===== src/rtl/ensc_pkg.sv =====
package ensc_pkg;

	localparam int DIV_STAGES = 32;
	localparam int HUM_STAGES = 11;
	localparam int POST_PAD   = 3;

	localparam logic [2:0] REG_TEMP_CAL    = 3'd0;
	localparam logic [2:0] REG_PRESS_CAL_A = 3'd1;
	localparam logic [2:0] REG_PRESS_CAL_B = 3'd2;
	localparam logic [2:0] REG_PRESS_CAL_C = 3'd3;
	localparam logic [2:0] REG_HUMID_CAL   = 3'd4;

	localparam logic signed [31:0] TF_OFS_PRESS = 32'sd128000;
	localparam logic [20:0]        PRESS_BASE   = 21'd1048576;
	localparam logic [63:0]        PRESS_SCALE  = 64'd3125;
	localparam logic signed [31:0] TF_OFS_HUM   = 32'sd76800;
	localparam logic signed [31:0] HUM_MAX      = 32'sd419430400;
	localparam logic signed [31:0] HUM_E_BIAS   = 32'sd2097152;
	localparam logic signed [31:0] HUM_A_RND    = 32'sd16384;
	localparam logic signed [31:0] HUM_C_BIAS   = 32'sd32768;
	localparam logic signed [31:0] HUM_F_RND    = 32'sd8192;

	typedef struct packed {
		logic [47:0] temp_cal;
		logic [63:0] press_a;
		logic [63:0] press_b;
		logic [15:0] press_c;
		logic [63:0] humid;
	} cal_t;

	typedef struct packed {
		logic signed [31:0] tf;
		logic signed [15:0] tc;
		logic [15:0]        raw_humid;
	} side_t;

	typedef struct packed {
		side_t side;
		logic  zero;
		logic  neg;
	} dside_t;

endpackage


===== src/rtl/ensc_temp.sv =====
module ensc_temp (
	input  logic               clk,
	input  logic               arst_n,
	input  logic               adv,
	input  logic               in_vld,
	input  logic [19:0]        raw_temp,
	input  logic [19:0]        raw_press,
	input  logic [15:0]        raw_humid,
	input  ensc_pkg::cal_t     cal,
	output logic               out_vld,
	output logic signed [31:0] tf,
	output logic signed [15:0] tc,
	output logic signed [25:0] pv1,
	output logic [19:0]        ap,
	output logic [15:0]        ah
);
	import ensc_pkg::*;

	logic [3:0]         vld_s;
	logic signed [33:0] a1_s1, dd_s1, v1t_s2;
	logic signed [37:0] m2_s2;
	logic signed [31:0] tf_s3, tf_s4;
	logic signed [15:0] tc_s4;
	logic signed [25:0] pv1_s4;
	logic [19:0]        ap_s1, ap_s2, ap_s3, ap_s4;
	logic [15:0]        ah_s1, ah_s2, ah_s3, ah_s4;

	logic [15:0]        t1;
	logic signed [15:0] t2, t3;
	logic signed [17:0] dx;
	logic signed [16:0] d;
	logic signed [35:0] t5, sh;
	logic signed [15:0] tc_c;

	assign t1 = cal.temp_cal[15:0];
	assign t2 = cal.temp_cal[31:16];
	assign t3 = cal.temp_cal[47:32];
	assign dx = $signed({1'b0, raw_temp[19:3]}) - $signed({1'b0, t1, 1'b0});
	assign d  = $signed({1'b0, raw_temp[19:4]}) - $signed({1'b0, t1});

	always_comb begin
		t5 = 36'(tf_s3) * 36'sd5 + 36'sd128;
		sh = t5 >>> 8;
		if (sh < -36'sd32768) begin
			tc_c = -16'sd32768;
		end else if (sh > 36'sd32767) begin
			tc_c = 16'sd32767;
		end else begin
			tc_c = 16'(sh);
		end
	end

	always_ff @(posedge clk or negedge arst_n) begin
		if (!arst_n) begin
			vld_s <= '0;
		end else if (adv) begin
			vld_s <= {vld_s[2:0], in_vld};
		end
	end

	always_ff @(posedge clk) begin
		if (adv) begin
			a1_s1  <= dx * t2;
			dd_s1  <= d * d;
			ap_s1  <= raw_press;
			ah_s1  <= raw_humid;
			v1t_s2 <= a1_s1 >>> 11;
			m2_s2  <= (dd_s1 >>> 12) * t3;
			ap_s2  <= ap_s1;
			ah_s2  <= ah_s1;
			tf_s3  <= 32'(v1t_s2 + (m2_s2 >>> 14));
			ap_s3  <= ap_s2;
			ah_s3  <= ah_s2;
			tf_s4  <= tf_s3;
			tc_s4  <= tc_c;
			pv1_s4 <= 26'(tf_s3 - TF_OFS_PRESS);
			ap_s4  <= ap_s3;
			ah_s4  <= ah_s3;
		end
	end

	assign out_vld = vld_s[3];
	assign tf      = tf_s4;
	assign tc      = tc_s4;
	assign pv1     = pv1_s4;
	assign ap      = ap_s4;
	assign ah      = ah_s4;
endmodule


===== config.mk =====
export PLATFORM = sky130hd
export DESIGN_NAME = ensc_temp
export DESIGN_NICKNAME = d
export VERILOG_FILES = /design/src/rtl/ensc_pkg.sv /design/src/rtl/ensc_temp.sv
export SDC_FILE = /design/constraint.sdc
export NUM_CORES = 2
export LEC_CHECK = 0
export BUFFER_PORTS_ARGS = -buffer_cell sky130_fd_sc_hd__buf_2
export CAP_MARGIN = 20
export CORE_MARGIN = 8
export CORE_UTILIZATION = 30
export DETAILED_ROUTE_END_ITERATION = 12
export GPL_ROUTABILITY_DRIVEN = 0
export SYNTH_ARGS = -nofsm -noshare
export SYNTH_HDL_FRONTEND = slang
export SYNTH_SLANG_ARGS = --single-unit
export TNS_END_PERCENT = 30

===== constraint.sdc =====
create_clock -name clk -period 16.8 [get_ports clk]
set_input_delay 3.36 -clock clk [delete_from_list [all_inputs] [get_ports clk]]
set_output_delay 3.36 -clock clk [all_outputs]
set_load 0.02 [all_outputs]

==> metrics.yaml <==
totalNegativeSetupSlack_ps: 0
grt_pass1_wl_um: 170000
crit_slowest_cell: "xor2_1"
cts_root_buffer: "clkbuf_16"
gr-total-overflow: 0
status: "finished, final reports clean"
areaGrowthSynthToFinish_pct: 9.77
ys.warnings.count: 0
portBuffers: 215
dp_hpwl_um: 81500
ios: 427
grt_usage: 0.129
drc: 0
clk_path_buf_depth: 3
synthTopCellsByArea: "fa_1 (40%), edfxtp_1 (21%), ha_1 (10%)"
yosysUniqueCellTypes: 72
worstMarginPinSlew_ps: 1030
rows: 142
yosys_most_used_dff: "edfxtp_1"
grt_pass1_vias: 31528
drive_gt1_frac: 0.0782
cp_data_arrival_time_ps: 13140
hold_end: "ah[2]"
antenna_cells: 0
ys_async_sr_fraction: 0.0124
drv_cap: 0
final.min_clock_period_ps: 12810
die-area_sq_mm: 0.163
postCtsSetupBuffers: 0
fmax_ghz: 0.0781
end_kind: "flip-flop"
hold_start: "ah_s3[2]"
clock_latency_ps: 560
worstPathRequired_ps: 17130
use_met1: 0.172
h-tree-depth: 2
reg2reg_from: "dd_s1[20]"
ys_ff_latch: 322
start_util: 0.301
syn_area_per_cell_sq_um: 10.6
die_w_um: 403
relSlewSlack: 0.314
finalNetCount: 5967
worstPathMaxFanout: 27
wl_per_cell_um: 16.3
grt_max_degree: 97
postRouteAntennaNets: 0
timing.final.hold_violations: 0
syn-num-nets: 5822
cts-resized-gates: 0
vias: 28493
drt_iter0_markers: 1370
fillerInstances: 15067
hold_path_class: "reg2reg"
reg2reg_to: "m2_s2[32]"
worstSetupPathType: "in2reg"
synthCells: 4239
synth_common_cells: "inv_1 (1,016), fa_1 (904), nand2_1 (486)"
reg2reg_depth: 23
firstDrtPassIters: 6
hold_depth: 0
grt_util_met3: 0.0199
die_y_um: 403
netlist.area_leader.share: 0.403
skew_ps: 27.8
register_area_sq_mm: 0.00965
grt_use_met2: 0.222
top_usage_layer: "met2"
yosysSeqAreaShare: 0.215
cts-buffers-inserted: 38
setup_viol: 0
hold_buffers: 0
antenna_found_initial: 9
synthMostInstantiatedCell: "inv_1"
fin_crit_sh: 0.762
multi_input_area_sq_mm: 0.0309
cts_tree: "done"
clk_pin_slew_ps: 60
core_sq_mm: 0.149
cts_sinks: 322
worstSetupStartpointType: "input port"
drt_wl_total_um: 103000
slowest_delay_ps: 690
reg2reg_slack_ps: 9420
via_per_inst: 4.48
finalMaxSlewViolations: 0
synth_area_sq_mm: 0.0450
crit_path_frequent_cell: "inv_1"
rsz0062_at_grt: "no"
synth_area_leader_cell: "fa_1"
synth_edf_count: 318
-- cells in the final DEF, fill, tap and decap left out, types with 6 or more instances in the layout --
cell type  synthesis  layout
nand2b_1          40      40
o21bai_1           8       8
edfxtp_1         318     318
nand3_1           22      22
a21o_1            49      49
and3_1             8       8
inv_2              7       7
clkbuf_16          0      39
o21ai_1           14      14
o21a_1            30      30
clkinv_2           0       6
ha_1             363     363
buf_4             17      31
clkbuf_1         123       8
a21oi_1           74      74
o21ai_0           25      25
inv_1           1016    1016
nor3_1            24      24
nor2b_1           27      27
and2_1           243     243
xor2_1            48      46
buf_2              0     214
nor2_1           157     157
nand2_1          486     486
a31o_2             7       7
nand4_1           12      12
xnor2_1          115     112
a211oi_1          11      11
fa_1             904     903
-- worst max-delay path by stage --
stage / startpoint / end / slack [ps] / depth (start not counted)
6_report: raw_temp[4] / dd_s1[33] / 3990 / 36
5_1_grt: raw_temp[4] / dd_s1[33] / 3450 / 36
4_1_cts: raw_temp[4] / dd_s1[33] / 4040 / 36
3_5_place_dp: raw_temp[4] / dd_s1[33] / 3450 / 36
3_3_place_gp: raw_temp[4] / dd_s1[32] / 3520 / 36
2_1_floorplan: raw_temp[4] / dd_s1[32] / 4770 / 34
-- flip-flops by register name, summed over array words and instances, names as in the netlist, 22 cells and up --
register	cells
a1_s1	23
tf_s3	25
tf	25
m2_s2	24
v1t_s2	23
dd_s1	22
-- stage by stage --
stage                     utilization  worst slack, ps  hold WS (ps)  area, sq um  cells
after floorplan                     -             4770           400        45000   4239
after detailed placement        0.323             3450           405        48200   6288
after global placement          0.323             3520           400        48200   6288
final                           0.331             3990           413        49400   6358
after CTS                       0.331             4040           413        49400   6358
after global routing            0.331             3450           416        49400   6358
-- kinds of logic after synthesis --
| family | after synthesis | share of synthesized area |
|---|---|---|
| adder cells (fa/ha/maj) | 1267 | 0.504 |
| buffers and inverters | 1165 | 0.0987 |
| AND/OR/NAND/NOR | 1048 | 0.110 |
| flip-flops | 322 | 0.215 |
| AO/OA/AOI/OAI | 269 | 0.0405 |
| XOR/XNOR | 163 | 0.0318 |
| multiplexers | 5 | 0.00122 |
-- cell type report --
class,instances,share of cell area
Clock inverter,22,0.00345
Multi-Input combinational cell,2752,0.626
Sequential cell,322,0.196
Timing Repair Buffer,246,0.0267
Tap cell,1944,0.0493
Clock buffer,48,0.0207
Inverter,1024,0.0779
-- critical path, delay by kind of cell --
| family | cells | cell delay, ps |
|---|---|---|
| adders and majority gates | 9 | 3730 |
| buffers and inverters | 9 | 1000 |
| AOI/OAI and AO/OA | 11 | 2800 |
| and+or+nand+nor | 5 | 1280 |
| xor gates and xnor gates | 2 | 930 |
-- layer usage --
metal  wire [um]  up-vias
li1            -    13075
met1       45300    14459
met2       49400      803
met3        6510      154
met4        2270        2
met5           9        -
Power is left out: the tool's default activity adds up to more than one toggle a clock period on the data nets, which glitch-free logic cannot reach.
